## src/hw/rtl/rqhc_pkg.sv

```systemverilog
// Shared types and constants for the QCP header checker.
// No dependencies; imported by the top level and the checker.
package rqhc_pkg;

   localparam int POS_W  = 34;
   localparam int BODY_W = 35;

   localparam logic [31:0] RIFF_TAG    = 32'h5249_4646;
   localparam logic [31:0] QLCM_TAG    = 32'h514C_434D;
   localparam logic [31:0] FMT_TAG     = 32'h666D_7420;
   localparam logic [31:0] DATA_TAG    = 32'h6461_7461;
   localparam logic [31:0] FMT_MIN_LEN = 32'd18;

   // Offset just past the first chunk header (first chunk at 12, header is 8).
   localparam logic [BODY_W-1:0] FIRST_BODY = 35'd20;
   localparam logic [32:0]       EMPTY_END  = 33'd8;

   typedef enum logic [2:0] {
      ERR_NONE,
      ERR_TAGS,
      ERR_SIZE,
      ERR_CHUNK,
      ERR_PAD,
      ERR_TRAIL,
      ERR_NO_FMT,
      ERR_NO_DATA
   } err_code_type;

   // Everything the verdict needs, captured on the last byte of a file.
   typedef struct packed {
      logic [BODY_W-1:0] size;
      logic              tags;
      logic [31:0]       declared;
      err_code_type      werr;
      logic [BODY_W-1:0] body;
      logic              fmt_ok;
      logic              data_ok;
   } pend_type;

   // Byte idx of a four-character tag, first character at idx 0.
   function automatic logic [7:0] tag_byte(input logic [31:0] tag, input logic [1:0] idx);
      logic [7:0] res;
      case (idx)
         2'd0: res = tag[31:24];
         2'd1: res = tag[23:16];
         2'd2: res = tag[15:8];
         default: res = tag[7:0];
      endcase
      return res;
   endfunction

endpackage

```

## src/hw/rtl/riff_qcp_header_checker_top.sv

```systemverilog
// Top level of the streaming QCP (RIFF/QLCM) header and chunk checker.
// Depends on rqhc_pkg.
//
//   channel | direction | word                          | handshake
//   req     | in        | data_byte, is_last            | req_valid / req_stall
//   rsp     | out       | valid_res, error_code (3 bits)| rsp_valid / rsp_stall
//
// One byte is taken every cycle while req_stall is low; the per-byte work is a
// 35-bit add and compare in the chunk walk. The last byte of a file captures the
// final state; the verdict is then evaluated and registered when the output is free.
// Reset is synchronous and returns the walk to the start of a new file.
// req_stall rises only while a verdict is pending and the output word is held.
module riff_qcp_header_checker_top
   import rqhc_pkg::*;
(
   input  logic       clock,
   input  logic       reset,
   input  logic       req_valid,
   output logic       req_stall,
   input  logic [7:0] req_data_byte,
   input  logic       req_is_last,
   output logic       rsp_valid,
   input  logic       rsp_stall,
   output logic       rsp_valid_res,
   output logic [2:0] rsp_error_code
);

   // Walk state.
   logic [POS_W-1:0]  pos_ff;
   logic              tags_ff, tags_in;
   logic [31:0]       ds_ff, ds_in;
   logic [32:0]       fim_ff;
   logic [63:0]       shift_ff;
   logic [BODY_W-1:0] body_ff, body_in;
   logic              fmt_ff, fmt_in;
   logic              data_ff, data_in;
   err_code_type      werr_ff, werr_in;

   // Pending verdict and output word.
   logic              pend_valid_ff;
   pend_type          pend_ff, pend_in;
   logic              rsp_valid_ff;
   logic              rsp_valid_res_ff;
   err_code_type      rsp_code_ff, code_in;

   logic              accept, out_free, pend_move;
   logic [63:0]       hdr;
   logic [31:0]       tag, n;
   logic [BODY_W-1:0] pos_p1, sum, fim_w;
   logic              take;

   // Handshake control.
   assign out_free  = !rsp_valid_ff || !rsp_stall;
   assign pend_move = pend_valid_ff && out_free;
   assign req_stall = pend_valid_ff && !out_free;
   assign accept    = req_valid && !req_stall;

   // Header fields as seen once the current byte is shifted in.
   assign hdr    = {shift_ff[55:0], req_data_byte};
   assign tag    = hdr[63:32];
   assign n      = {hdr[7:0], hdr[15:8], hdr[23:16], hdr[31:24]};
   assign pos_p1 = {1'b0, pos_ff} + 35'd1;
   assign fim_w  = {2'b00, fim_ff};
   assign sum    = body_ff + {3'b000, n};
   assign take   = (werr_ff == ERR_NONE) && (pos_ff >= 34'd8) && (body_ff <= fim_w)
                   && (pos_p1 == body_ff);

   // Next walk state for the byte on the input.
   always_comb begin
      tags_in = tags_ff;
      ds_in   = ds_ff;
      body_in = body_ff;
      fmt_in  = fmt_ff;
      data_in = data_ff;
      werr_in = werr_ff;
      if (pos_ff < 34'd4) begin
         if (req_data_byte != tag_byte(RIFF_TAG, pos_ff[1:0])) tags_in = 1'b0;
      end else if (pos_ff < 34'd8) begin
         ds_in[{pos_ff[1:0], 3'b000} +: 8] = req_data_byte;
      end else if (pos_ff < 34'd12) begin
         if (req_data_byte != tag_byte(QLCM_TAG, pos_ff[1:0])) tags_in = 1'b0;
      end
      if (take) begin
         if (sum > fim_w) begin
            werr_in = ERR_CHUNK;
         end else begin
            if (tag == FMT_TAG) fmt_in = (n >= FMT_MIN_LEN);
            if (tag == DATA_TAG) data_in = (n != 32'd0);
            body_in = sum + {34'd0, n[0]} + 35'd8;
            if (n[0] && (sum == fim_w)) werr_in = ERR_PAD;
         end
      end
      pend_in.size     = pos_p1;
      pend_in.tags     = tags_in;
      pend_in.declared = ds_in;
      pend_in.werr     = werr_in;
      pend_in.body     = body_in;
      pend_in.fmt_ok   = fmt_in;
      pend_in.data_ok  = data_in;
   end

   // Verdict from the captured final state, in order of precedence.
   always_comb begin
      if ((pend_ff.size < 35'd12) || !pend_ff.tags) begin
         code_in = ERR_TAGS;
      end else if ((pend_ff.declared < 32'd4)
                   || (({3'b000, pend_ff.declared} + 35'd8) > pend_ff.size)) begin
         code_in = ERR_SIZE;
      end else if (pend_ff.werr != ERR_NONE) begin
         code_in = pend_ff.werr;
      end else if (pend_ff.body != ({3'b000, pend_ff.declared} + 35'd16)) begin
         code_in = ERR_TRAIL;
      end else if (!pend_ff.fmt_ok) begin
         code_in = ERR_NO_FMT;
      end else if (!pend_ff.data_ok) begin
         code_in = ERR_NO_DATA;
      end else begin
         code_in = ERR_NONE;
      end
   end

   // Walk state registers; the last byte of a file restarts the walk.
   always_ff @(posedge clock) begin
      if (reset) begin
         pos_ff   <= '0;
         tags_ff  <= 1'b1;
         ds_ff    <= '0;
         fim_ff   <= EMPTY_END;
         shift_ff <= '0;
         body_ff  <= FIRST_BODY;
         fmt_ff   <= 1'b0;
         data_ff  <= 1'b0;
         werr_ff  <= ERR_NONE;
      end else begin
         // The declared end is registered from the size; it is first used well later.
         fim_ff <= {1'b0, ds_ff} + 33'd8;
         if (accept) begin
            if (req_is_last) begin
               pos_ff   <= '0;
               tags_ff  <= 1'b1;
               ds_ff    <= '0;
               shift_ff <= '0;
               body_ff  <= FIRST_BODY;
               fmt_ff   <= 1'b0;
               data_ff  <= 1'b0;
               werr_ff  <= ERR_NONE;
            end else begin
               if (pos_ff != '1) pos_ff <= pos_p1[POS_W-1:0];
               tags_ff  <= tags_in;
               ds_ff    <= ds_in;
               shift_ff <= hdr;
               body_ff  <= body_in;
               fmt_ff   <= fmt_in;
               data_ff  <= data_in;
               werr_ff  <= werr_in;
            end
         end
      end
   end

   // Pending verdict capture.
   always_ff @(posedge clock) begin
      if (reset) begin
         pend_valid_ff <= 1'b0;
      end else if (accept && req_is_last) begin
         pend_valid_ff <= 1'b1;
      end else if (pend_move) begin
         pend_valid_ff <= 1'b0;
      end
      if (accept && req_is_last) pend_ff <= pend_in;
   end

   // Output word register.
   always_ff @(posedge clock) begin
      if (reset) begin
         rsp_valid_ff <= 1'b0;
      end else if (pend_move) begin
         rsp_valid_ff <= 1'b1;
      end else if (rsp_valid_ff && !rsp_stall) begin
         rsp_valid_ff <= 1'b0;
      end
      if (pend_move) begin
         rsp_code_ff      <= code_in;
         rsp_valid_res_ff <= (code_in == ERR_NONE);
      end
   end

   assign rsp_valid      = rsp_valid_ff;
   assign rsp_valid_res  = rsp_valid_res_ff;
   assign rsp_error_code = rsp_code_ff;

endmodule

```

## config.mk

```make
export PLATFORM = sky130hd
export DESIGN_NAME = riff_qcp_header_checker_top
export DESIGN_NICKNAME = d
export VERILOG_FILES = /design/src/hw/rtl/rqhc_pkg.sv /design/src/hw/rtl/riff_qcp_header_checker_top.sv
export SDC_FILE = /design/constraint.sdc
export NUM_CORES = 1
export LEC_CHECK = 0
export BUFFER_PORTS_ARGS = -buffer_cell sky130_fd_sc_hd__buf_2
export CELL_PAD_IN_SITES_DETAIL_PLACEMENT = 0
export CELL_PAD_IN_SITES_GLOBAL_PLACEMENT = 1
export CORE_AREA = 2 2 231 233
export DETAILED_ROUTE_END_ITERATION = 8
export DIE_AREA = 0 0 233 235
export PLACE_DENSITY_LB_ADDON = 0.05
export SYNTH_ARGS = -nofsm -noshare
export SYNTH_HDL_FRONTEND = slang
export SYNTH_SLANG_ARGS = --single-unit
```

## constraint.sdc

```tcl
create_clock -name clock -period 6.4 [get_ports clock]
set_input_delay 0.32 -clock clock [delete_from_list [all_inputs] [get_ports clock]]
set_output_delay 0.32 -clock clock [all_outputs]
set_load 0.05 [all_outputs]
```

* Word-level counts from Yosys, hierarchy flattened
Index checks and enable logic that the tools add are counted.
Storage, ports and cells: flip-flop bits (word level) 310, bits of input ports 13, output and inout bits 6, logic and storage cells 120
Cells by class: add/subtract/negate cells 8, magnitude comparators 10, equal/unequal tests 10, shift operators 2, muxes and demuxes 44, reductions and logical operators 26
Operator list (number):
- $mux W35 | 3
- $mux W32 | 3
- $lt A34 B4 Y1 const B | 2
- $mux W34 | 2
- $add A32 B4 Y33 const B | 2
- $eq A32 B31 Y1 const B | 2
- $mux W56 | 1
- $add A34 B1 Y35 const B | 1
- $add A35 B1 Y35 | 1
- $add A35 B32 Y35 | 1
- $add A35 B4 Y35 const B | 1
- $eq A35 B33 Y1 | 1
- $eq A35 B35 Y1 | 1
- $gt A33 B35 Y1 | 1
- $gt A35 B33 Y1 | 1
- $le A35 B33 Y1 | 1
- $lt A35 B4 Y1 const B | 1
- $ne A35 B33 Y1 | 1
- $ge A34 B4 Y1 const B | 1
- $lt A34 B3 Y1 const B | 1
- $ne A34 B34 Y1 const B | 1
- $add A32 B5 Y33 const B | 1
- $bwmux W32 | 1
- $ge A32 B5 Y1 const B | 1
- other kinds (21) | 68

* Longest topological paths before layout
Gate-level depths: netlist (run 1).
word-level depth 11, gate-level depth with buffers 24, gate-level depth less buffers 21

* Worst setup path after synthesis (run 1)
No wires, ideal clock.
path kind reg-to-reg, from register body_ff[10], to register pend_ff[1] (netlist name), data pin, library setup time 0.262 ns, data arrival time 5.282 ns, data required time 6.138 ns, path slack 0.856 ns, cell stages (with the launch flop) 23, path buffers 2, period minus slack after synthesis 5.544 ns, path through dfxtp_1 ha_1 clkbuf_1 a21oi_1 o21ai_0 a21oi_1 or4b_2 a311oi_1 nor3_1 or3_1 xnor2_1 inv_1 ha_1 nand2_1 nor2_1 nand2_1 nor3_1 nand4_1 a221oi_1 nand3_2 buf_2 nor3_1 mux2_1
Between the ends: longest elaborated chain between the ends 4, elaborated cells between the ends (all ways) 8, those cells by class add/sub: 1; order compare: 2; eq/ne: 1; mux: 2; reduce/logical: 2
RTL lines:
- from (decl) | line riff_qcp_header_checker_top.sv:34 | logic [BODY_W-1:0] body_ff, body_in;
- from (signal assigned) | line riff_qcp_header_checker_top.sv:152 | body_ff <= body_in;
- $add A35 B32 Y35 or $le A35 B33 Y1 (tied branches) | line riff_qcp_header_checker_top.sv:64, riff_qcp_header_checker_top.sv:65
- $gt A35 B33 Y1 or $logic_and A1 B1 Y1 (tied branches) | line riff_qcp_header_checker_top.sv:84, riff_qcp_header_checker_top.sv:65
- $mux W1 or $logic_and A1 B1 Y1 (tied branches) | line riff_qcp_header_checker_top.sv:84, riff_qcp_header_checker_top.sv:66
- $mux W1 * | line riff_qcp_header_checker_top.sv:83 | if (take) begin
- named net fmt_in | line riff_qcp_header_checker_top.sv:35 | logic fmt_ff, fmt_in;
- to (signal assigned) | line riff_qcp_header_checker_top.sv:170 | if (accept && req_is_last) pend_ff <= pend_in;
- to (decl) | line riff_qcp_header_checker_top.sv:41 | pend_type pend_ff, pend_in;
The timed path passes the listed nets; every way through them passes the cells marked *. A chain may end at the register's enable or synchronous reset.

* Worst setup path after layout (run 1)
from register shift_ff[19], to register pend_ff[0] (netlist name), data pin
Between the ends: longest elaborated chain between the ends 4, elaborated cells between the ends (all ways) 6, those cells by class add/sub: 1; order compare: 1; mux: 3; reduce/logical: 1
RTL lines:
- from (decl) | line riff_qcp_header_checker_top.sv:33 | logic [63:0] shift_ff;
- from (signal assigned) | line riff_qcp_header_checker_top.sv:151 | shift_ff <= hdr;
- $add A35 B32 Y35 or $reduce_bool A32 Y1 (tied branches) | line riff_qcp_header_checker_top.sv:64, riff_qcp_header_checker_top.sv:88
- $gt A35 B33 Y1 or $mux W1 (tied branches) | line riff_qcp_header_checker_top.sv:84, riff_qcp_header_checker_top.sv:88
- $mux W1 * | line riff_qcp_header_checker_top.sv:84 | if (sum > fim_w) begin
- $mux W1 * | line riff_qcp_header_checker_top.sv:83
- named net data_in | line riff_qcp_header_checker_top.sv:36 | logic data_ff, data_in;
Marks and branches as above.

==> results.yml, run 1 <==
run_status:
  status: "complete, but fails checks"
  violations: "max-capacitance violations"
global_routing:
  grt_pass1_vias: 17874
  grt_pass1_wl_um: 121900
  antenna_found_initial: 0
  met2_usage_pct: 43.97
  grtUsageMet3_pct: 5.449
  busiest_layer: "met1"
  track_usage_pct: 30.19
  grt-ovfl-total: 0
  grtUsageMet1_pct: 44.79
  grt_max_degree: 68
worst_setup_path:
  worst_setup_path_start_kind: "flip-flop"
  crit_end: "pend_ff[0]$_DFFE_PP_"
  critical_path.top_delay_family: "simple AND/OR/NAND/NOR gates"
  cp_num_buf_inv: 1
  path_class: "flip-flop to flip-flop"
  reg2regPathDepth: 20
  max_stage_delay_ns: 0.73
  slowest_stage: "or4b_2"
  crit_required_ns: 6.74
  crit_chain: "ha_1 > a21o_1 > a21oi_2 > a2111oi_0 > or4b_2 > a311oi_2 > nor3_1 > or3_1 > xnor2_1 > inv_1 > ha_1 > nand2_1 > nor2_1 > nand2_1 > nor3_1 > nand4_1 > a221oi_4 > nand3_4 > nor3_1 > mux2_1"
  critPathLaunch: "shift_ff[19]$_SDFFE_PP0P_"
  r2r_start: "shift_ff[19]$_SDFFE_PP0P_"
  endpoint_kind: "flip-flop"
  crit_fanout: 11
  r2r_end: "pend_ff[0]$_DFFE_PP_"
  arrival_ns: 6.31
  path_depth: 20
  reg2reg_slack_ns: 0.43
  cpMostUsedCell: "nor3_1"
route:
  firstDrtPassIters: 5
  drc: 0
  ant_nets: 0
  routed_wl_um: 83370
  viasPerCell: 6.048
  drt-initial-drc-count: 1767
  vias: 18857
  wl_per_cell_um: 26.74
timing:
  period_needed_ns: 5.969
  finalSetupTns_ns: 0
  setup_viol: 0
  timing.final.crit_share_pct: 93.26
  grt_setup_unrepaired: "no"
  maxSlewHeadroom_pct: 2.221
  finalMaxSlewViolations: 0
  fmax_ghz: 0.1675
  fin_worst_skew_ns: 0.03536
  hold_viol_final: 0
  max_slew.worst_pin.slew_ns: 1.453
  final.setup.worst_slack_ns: 0.4312
power:
  leakage_nw: 9.102
  switching_share_pct: 25.65
  ir_drop_uv: 181.6
  p_seq_share_pct: 42.9
  p_switching_mw: 1.263
  total_power_mw: 4.925
  combPwrFrac_pct: 6.9
  p_per_area_mw_per_mm2: 210.9
  cellInternalPower_mw: 3.662
  power_frac_clock_pct: 50.3
floorplan:
  die_w_um: 233
  die_h_um: 235
  pin_count: 19
  die-area_mm2: 0.05476
  start_util_pct: 39.72
  core_area_mm2: 0.05224
  row_count: 84
logic_synthesis:
  syn_nets: 2546
  ys_warn_count: 0
  synth_top_area_share_pct: 19.10
  synth-async-reset-ratio_pct: 0
  syn_area_per_cell_um2: 8.707
  synth_top_cells_by_count: "nand2_1, dfxtp_1, nor2_1"
  yosysTopAreaCell: "dfxtp_1"
  syn-cell-area_mm2: 0.02075
  yosysSeqAreaShare_pct: 35.31
  yosys.cell_types.count: 91
  ys.flop_type: "dfxtp_1"
  synth_edf_count: 112
  synth_cells: 2383
  yosys-top-cells-area: "dfxtp_1, edfxtp_1, ha_1, xnor2_1, nand2_1"
  synth_most_common_cell: "nand2_1"
  ys_ff_latch: 310
cells_and_area:
  final_area_mm2: 0.02335
  num-fill-cells: 5177
  drive_gt1_share_pct: 9.506
  final_nets: 2561
  syn_to_final_growth_pct: 12.54
  diodes: 0
  fin_util_pct: 44.70
cts:
  cts.sinks: 310
  numCtsBuffers: 40
  insertion_delay_ns: 0.60
  htree_levels: 2
  clk_path_buf_depth: 3
  cts_root_buf: "clkbuf_16"
  cts_tree: "yes"
  path_clk_slew_ns: 0.06
flow_run:
  max_cap_viol_count: 1
place:
  place_area_mm2: 0.02186
  place_ws_ns: 0.06888
  dpl.hpwl_um: 64920
  routabilityCongestion: 0.9424
  port-buffer-count: 18
min_path:
  worstHoldPathType: "primary input to flip-flop"
## what timing repair did
item,CTS,global route
resized for setup,0,6
hold endpoints to repair,1,0
hold buffers,1,0
buffers inserted,0,0
setup endpoints to repair,0,73
## power groups by stage
stage,Sequential (mW),Clock (mW),Combinational (mW)
after global placement,2.15,0,0.331
after CTS,2.11,2.51,0.335
after detailed placement,2.15,0,0.333
after floorplan,2.13,0,0.205
final,2.11,2.48,0.339
after global routing,2.11,2.59,0.367
## routing by layer
| layer | share of wire, % | up-vias |
|---|---|---|
| li1 | - | 8793 |
| met1 | 48 | 9238 |
| met2 | 42 | 709 |
| met3 | 7.2 | 117 |
| met4 | 3.3 | 0 |
| met5 | 0 | - |
## cell usage in the layout (no fill, tap or decap), types with 16 or more instances in the layout
| cell type | netlist | final |
|---|---|---|
| a21o_1 | 40 | 40 |
| a21oi_1 | 107 | 106 |
| a22o_1 | 89 | 89 |
| and2_1 | 21 | 21 |
| and3_1 | 30 | 30 |
| and4_1 | 16 | 16 |
| buf_2 | 19 | 18 |
| buf_4 | 2 | 93 |
| clkbuf_16 | 0 | 40 |
| dfxtp_1 | 198 | 198 |
| edfxtp_1 | 112 | 112 |
| ha_1 | 149 | 149 |
| inv_1 | 111 | 110 |
| nand2_1 | 232 | 232 |
| nand3_1 | 87 | 87 |
| nand4_1 | 83 | 83 |
| nor2_1 | 162 | 159 |
| nor2b_1 | 28 | 28 |
| nor3_1 | 54 | 53 |
| nor4_1 | 53 | 53 |
| o21ai_0 | 136 | 136 |
| o2bb2ai_1 | 18 | 18 |
| or3_1 | 22 | 22 |
| or4_1 | 18 | 18 |
| xnor2_1 | 133 | 133 |
| xor2_1 | 81 | 81 |
## flip-flops by register name, indices dropped and copies added, names as in the netlist
| name | cells |
|---|---|
| tags_ff | 1 |
| shift_ff | 56 |
| data_ff | 1 |
| ds_ff | 32 |
| body_ff | 35 |
| rsp_error_code | 3 |
| rsp_valid_res | 1 |
| pend_valid_ff | 1 |
| fim_ff | 33 |
| rsp_valid | 1 |
| fmt_ff | 1 |
| pos_ff | 34 |
| werr_ff | 3 |
| pend_ff | 108 |
## tightest hold or removal path, cell delays in order
cell	delay, ns
buf_2	0.15
buf_4	0.20
a22o_1	0.13
## per-stage QoR
step | hold WS (ns) | std cells
3_3_place_gp | 0.4453 | 3043
3_5_place_dp | 0.4567 | 3043
5_1_grt | 0.2340 | 3118
2_1_floorplan | 0.4205 | 2383
4_1_cts | 0.2357 | 3118
6_report | 0.2566 | 3118
## final cells by class
cell class	count	area (um^2)	area share, %
inverter	112	422.9	1.811
timing repair buffer	112	798.3	3.419
multi-input combinational	1822	12500	53.53
clock inverter	20	327.8	1.404
sequential	310	7327	31.38
clock buffer	54	1114	4.769
tap	688	860.8	3.687
## cells by family after synthesis
| family | count (synthesis) | share of synthesized area [%] |
|---|---|---|
| flip-flops | 310 | 35.31 |
| AND/OR/NAND/NOR | 880 | 22.20 |
| buffers and inverters | 251 | 4.770 |
| adder cells (fa/ha/maj) | 151 | 9.130 |
| AO/OA/AOI/OAI | 550 | 18.04 |
| XOR/XNOR | 216 | 9.250 |
| multiplexers | 25 | 1.303 |
## worst min-delay path by stage
| stage | startpoint | endpoint | slack [ns] | cells past startpoint |
|---|---|---|---|---|
| finish | req_data_byte[4] | shift_ff[4]$_SDFFE_PP0P_ | 0.26 | 3 |
| global route | req_data_byte[4] | shift_ff[4]$_SDFFE_PP0P_ | 0.23 | 3 |
| CTS | req_data_byte[4] | shift_ff[4]$_SDFFE_PP0P_ | 0.24 | 3 |
| detailed placement | tags_ff$_SDFFE_PP1P_ | tags_ff$_SDFFE_PP1P_ | 0.46 | 2 |
| global placement | ds_ff[3]$_SDFFE_PP0P_ | fim_ff[3]$_SDFF_PP1_ | 0.45 | 1 |
| floorplan | ds_ff[3]$_SDFFE_PP0P_ | fim_ff[3]$_SDFF_PP1_ | 0.42 | 1 |
Note: power is estimated with default switching activity, not from simulation.
==> run 2, diff against run 1 <==
Settings changed: ABC_AREA set to 1, CORE_AREA 2 2 231 233 to 2 2 242 244, DIE_AREA 0 0 233 235 to 0 0 244 246.
==> run 2 against run 1 <==
The run now ends clean. Critical path depth rose by 6. Synthesized area up 9.4%. Via count up 22%. Hold slack got worse by 0.10 ns. Core utilization down 1.4 points. Largest cell class unchanged.
==> results.yml, run 2 <==
timing:
  timing.final.crit_share_pct: 87.40
  max_slew.worst_pin.slew_ns: 1.334
  fin_worst_skew_ns: 0.04790
  finalSetupTns_ns: 0
  hold_viol_final: 0
  hold_slack_ns: 0.1550
  fmax_ghz: 0.1788
  finalMaxSlewViolations: 0
  period_needed_ns: 5.594
  setup_viol: 0
  maxSlewHeadroom_pct: 10.12
  grt_setup_unrepaired: "no"
  final.setup.worst_slack_ns: 0.8065
route:
  firstDrtPassIters: 6
  drt-initial-drc-count: 1908
  routed_wl_um: 100900
  ant_nets: 0
  viasPerCell: 5.489
  drc: 0
  vias: 23019
  wl_per_cell_um: 24.06
place:
  place_area_mm2: 0.02363
  dpl.hpwl_um: 81820
  routabilityCongestion: 1.021
  place_ws_ns: 0.9317
  port-buffer-count: 18
cells_and_area:
  max_flop_register: "pend_ff"
  final_area_mm2: 0.02486
  final_nets: 3562
  fin_util_pct: 43.34
  final_common_cell: "nand2_1"
  layout_common_cells: "nand2_1, inv_1, nor2_1, nand3_1, dfxtp_1"
  largest_register_ffs: 108
  diodes: 0
  num-fill-cells: 6188
  largestRegisters: "pend_ff: 108 flops, shift_ff: 56 flops, body_ff: 35 flops"
  syn_to_final_growth_pct: 9.536
  drive_gt1_share_pct: 5.628
logic_synthesis:
  ys_warn_count: 0
  synth-async-reset-ratio_pct: 0
  yosysSeqAreaShare_pct: 32.28
  yosysTopAreaCell: "dfxtp_1"
  syn_nets: 3558
  yosys-top-cells-area: "dfxtp_1, nand2_1, edfxtp_1, inv_1, ha_1"
  syn_area_per_cell_um2: 6.686
  synth_edf_count: 112
  ys.flop_type: "dfxtp_1"
  syn-cell-area_mm2: 0.02270
  synth_cells: 3395
  yosys.cell_types.count: 65
  synth_top_area_share_pct: 17.46
  synth_most_common_cell: "nand2_1"
  synth_top_cells_by_count: "nand2_1, inv_1, nor2_1"
  ys_ff_latch: 310
cts:
  htree_levels: 2
  cts.sinks: 310
  clk_path_buf_depth: 3
  numCtsBuffers: 39
  cts_tree: "yes"
  cts_root_buf: "clkbuf_16"
  path_clk_slew_ns: 0.06
  insertion_delay_ns: 0.58
flow_run:
  max_cap_viol_count: 0
worst_setup_path:
  worst_setup_path_start_kind: "flip-flop"
  crit_fanout: 27
  endpoint_kind: "flip-flop"
  crit_required_ns: 6.71
  path_class: "flip-flop to flip-flop"
  arrival_ns: 5.91
global_routing:
  antenna_found_initial: 2
  grt_pass1_wl_um: 147200
  grtUsageMet3_pct: 4.804
  met2_usage_pct: 54.89
  grt_max_degree: 105
  busiest_layer: "met2"
  grt_pass1_vias: 22058
  grt-ovfl-total: 0
  grtUsageMet1_pct: 43.67
  track_usage_pct: 33.57
floorplan:
  die_h_um: 246
  die-area_mm2: 0.06002
  die_w_um: 244
  row_count: 88
  pin_count: 19
  start_util_pct: 39.57
  core_area_mm2: 0.05737
power:
  ir_drop_uv: 180.1
  leakage_nw: 10.99
  p_per_area_mw_per_mm2: 186.1
min_path:
  worstHoldPathType: "primary input to flip-flop"
run_status:
  status: "complete, no violations"
-- run 2: per-layer routing --
metal	share of wire, %	up-vias
li1	-	11081
met1	43	10941
met2	45	821
met3	6.2	174
met4	5.3	2
met5	0.013	-
-- run 2: stage by stage --
step	std cells	total power, mW
3_3_place_gp	4122	2.499
2_1_floorplan	3395	2.353
4_1_cts	4194	4.664
5_1_grt	4194	4.774
6_report	4194	4.627
3_5_place_dp	4122	2.502
-- run 2: layout make-up --
class	instances	area [um^2]	share of cell area (%)
clock inverter	20	145.1	0.5838
tap	765	957.2	3.850
clock buffer	51	1082	4.353
multi-input combinational	2468	13040	52.43
timing repair buffer	44	302.8	1.218
sequential	310	7327	29.47
inverter	536	2013	8.097
-- run 2: what timing repair did --
| action | in CTS | in global routing |
|---|---|---|
| hold buffers | 1 | 0 |
| buffers inserted | 0 | 0 |
| endpoints found under the hold margin | 1 | 0 |
| endpoints found under the setup margin | 0 | 0 |
| resized for setup | 0 | 0 |
-- run 2: power by group --
| group | switching, mW | internal (mW) | leakage, nW |
|---|---|---|---|
| sequential | 0.0367 | 2.07 | 2.65 |
| clock | 0.922 | 1.24 | 0.604 |
| combinational | 0.270 | 0.0891 | 7.74 |
-- run 2: cells by family (layout without fill, tap and decap cells) --
kind of cell               Yosys count  after routing  synth area share (%)
xor gates and xnor gates            94             94                 3.754
buffers and inverters              617            651                 10.39
DFF                                310            310                 32.28
adders and majority gates          150            150                 8.302
AOI/OAI and AO/OA                  390            390                 10.30
muxes                                1              1               0.04961
and+or+nand+nor                   1833           1833                 34.93
-- run 2: worst paths after layout --
kind | from | to | slack (ns) | depth (start not counted)
setup / recovery | body_ff[0]$_SDFFE_PP0P_ | pend_ff[35]$_DFFE_PP_ | 0.81 | 26
hold reg to reg | ds_ff[0]$_SDFFE_PP0P_ | fim_ff[0]$_SDFF_PP0_ | 0.45 | 2
hold / removal | req_data_byte[4] | shift_ff[4]$_SDFFE_PP0P_ | 0.15 | 2
setup reg to reg | body_ff[0]$_SDFFE_PP0P_ | pend_ff[35]$_DFFE_PP_ | 0.81 | 26
-- run 2: worst max-delay path: stages (launching register included) --
cell and delay [ns]:
dfxtp_1 0.46, ha_1 0.40, inv_1 0.09, fa_1 0.38, inv_1 0.15, nand3_1 0.11
nand2_1 0.12, nand2_1 0.08, nand2_1 0.18, nand2_1 0.10, nand2_1 0.12, nand2_1 0.15
nand2_1 0.11, nand2_1 0.05, nand2_1 0.15, inv_1 0.11, ha_1 0.31, a21oi_1 0.15
o21ai_0 0.12, a21o_1 0.19, a21oi_1 0.16, nand2_1 0.10, nand2_1 0.08, nand2_2 0.32
nor3_4 0.76, nand3_1 0.19, and2_1 0.19
==> run 3, diff against run 2 <==
Clock period 6.4 ns to 5.32 ns, I/O delays scaled along.
==> run 3 against run 2 <==
Clock-buffer cell count grew 2. Largest cell class unchanged. Routed wire length shrank 1.3%. Flip-flop and latch count is the same.
==> results.yml, run 3 (synthesized netlist as in run 2, its figures left out) <==
worst_setup_path:
  r2r_end: "pend_ff[19]$_DFFE_PP_"
  crit_chain: "ha_1 > nand2_1 > nor2_1 > inv_1 > nor2_1 > nand3_1 > nand2_1 > nand2_1 > nand2_1 > inv_1 > ha_1 > nand2_1 > nor4_1 > nand2_1 > nand2_1 > nand2_1 > nand2_2 > inv_2 > nand2_2 > buf_12 > nand2_1 > and2_1"
  endpoint_kind: "flip-flop"
  slowest_stage: "dfxtp_1"
  critical_path.top_delay_family: "simple AND/OR/NAND/NOR gates"
  cpMostUsedCell: "nand2_1"
  path_class: "flip-flop to flip-flop"
  cp_num_buf_inv: 4
  crit_end: "pend_ff[19]$_DFFE_PP_"
  r2r_start: "body_ff[26]$_SDFFE_PP0P_"
  reg2regPathDepth: 22
  path_depth: 22
  worst_setup_path_start_kind: "flip-flop"
  max_stage_delay_ns: 0.73
  critPathLaunch: "body_ff[26]$_SDFFE_PP0P_"
  crit_fanout: 15
  crit_required_ns: 5.64
  reg2reg_slack_ns: 0.38
  arrival_ns: 5.26
timing:
  max_slew.worst_pin.slew_ns: 1.166
  fmax_ghz: 0.2024
  setup_viol: 0
  period_needed_ns: 4.941
  timing.final.crit_share_pct: 92.88
  finalMaxSlewViolations: 0
  final.setup.worst_slack_ns: 0.3790
  maxSlewHeadroom_pct: 22.27
  fin_worst_skew_ns: 0.02743
  hold_viol_final: 0
power:
  leakage_nw: 11.16
  p_seq_share_pct: 43.4
  switching_share_pct: 25.97
  power_frac_clock_pct: 49.2
  cellInternalPower_mw: 4.320
  ir_drop_uv: 303.2
  p_switching_mw: 1.515
  p_per_area_mw_per_mm2: 231.9
  combPwrFrac_pct: 7.4
run_status:
  status: "complete, no violations"
place:
  place_ws_ns: 0.4037
  routabilityCongestion: 0.9929
  dpl.hpwl_um: 81100
  port-buffer-count: 18
  place_inst: 4142
route:
  routed_wl_um: 99640
  drt-initial-drc-count: 2079
  wl_met1_um: 43540
  ant_nets: 0
  top_layer: "met4"
  vias: 23010
  wl_per_cell_um: 23.63
  drc: 0
  wl_met2_um: 46400
  routed-wl-met3_um: 5013
  firstDrtPassIters: 6
  viasPerCell: 5.458
cts:
  htree_levels: 2
  numCtsBuffers: 39
  clk_path_buf_depth: 3
  post_cts_buffers: 0
  cts_root_buf: "clkbuf_16"
  path_clk_slew_ns: 0.06
  cts.sinks: 310
  cts_tree: "yes"
  insertion_delay_ns: 0.58
flow_run:
  max_cap_viol_count: 0
global_routing:
  grt_max_degree: 71
  grt_pass1_vias: 22008
  grt-ovfl-total: 0
  grt_pass1_wl_um: 144800
  antenna_found_initial: 0
  track_usage_pct: 32.93
floorplan:
  die-area_mm2: 0.06002
  start_util_pct: 39.57
  pin_count: 19
  core_area_mm2: 0.05737
  die_h_um: 246
  row_count: 88
  die_w_um: 244
cells_and_area:
  final_common_cell: "nand2_1"
  layout_common_cells: "nand2_1, inv_1, nor2_1, nand3_1, dfxtp_1"
  regArea_mm2: 0.007327
  final_cells: 4216
  multi_input_area_mm2: 0.01304
  final_nets: 3582
  drive_gt1_share_pct: 6.377
  max_flop_register: "pend_ff"
  largestRegisters: "pend_ff: 108 flops, shift_ff: 56 flops, body_ff: 35 flops"
  num-fill-cells: 6078
  largest_register_ffs: 108
  syn_to_final_growth_pct: 10.85
min_path:
  worstHoldPathType: "primary input to flip-flop"
==> run 3: cell types whose count changed in the layout (fill, tap and decap cells not counted) <==
cell / delta
buf_12: +1
buf_4: +19
bufinv_16: +4
clkbuf_1: +1
clkbuf_16: +1
clkinv_1: -6
clkinv_4: +2
diode_2: +1
ha_1: -1
ha_2: +1
inv_2: +1
inv_6: -2
==> run 3: repair_timing <==
| action | in CTS | in global routing |
|---|---|---|
| endpoints found under the hold margin | 1 | 0 |
| hold buffers | 1 | 0 |
| endpoints found under the setup margin | 0 | 14 |
| resized for setup | 0 | 1 |
==> run 3: through the flow <==
stage	TNS, ns	hold slack (ns)	cell area [um^2]	util [%]	total power, mW
floorplan	0	0.3691	22700	-	2.828
global placement	0	0.4278	23790	41.47	3.007
finish	0	0.1218	25160	43.86	5.835
CTS	0	0.08907	25160	43.85	5.861
detailed placement	0	0.4293	23790	41.47	3.011
global route	-0.01975	0.1158	25160	43.86	5.986
==> run 3: how the worst min path moves through the flow <==
stage	cells after the start	slack [ns]	end	from
CTS	2	0.09	body_ff[34]$_SDFFE_PP0P_	req_is_last
detailed placement	2	0.43	fim_ff[1]$_SDFF_PP0_	ds_ff[1]$_SDFFE_PP0P_
floorplan	1	0.37	body_ff[34]$_SDFFE_PP0P_	req_is_last
finish	2	0.12	body_ff[34]$_SDFFE_PP0P_	req_is_last
global route	2	0.12	body_ff[34]$_SDFFE_PP0P_	req_is_last
global placement	2	0.43	fim_ff[0]$_SDFF_PP0_	ds_ff[0]$_SDFFE_PP0P_
==> run 3: power by group through the flow <==
stage	Sequential [mW]	Combinational, mW	Clock, mW
after global placement	2.58	0.423	0
after detailed placement	2.58	0.428	0
after CTS	2.53	0.430	2.90
after global routing	2.53	0.470	2.98
final	2.53	0.432	2.87
after floorplan	2.56	0.266	0
==> run 3: final cells by class <==
cell class / instances / share of cell area, %
flip-flops and latches: 310 / 29.12
inverters: 536 / 7.996
clock inverters: 19 / 0.9846
clock buffers: 53 / 4.416
multi-input cells: 2468 / 51.82
diodes: 1 / 0.009946
repair buffers: 64 / 1.850
well taps: 765 / 3.804
==> run 3: layer usage <==
metal	vias to the layer above	GRT usage, %
li1	11113	-
met1	10981	42.74
met2	738	55.50
met3	178	3.377
met4	0	14.42
met5	-	0
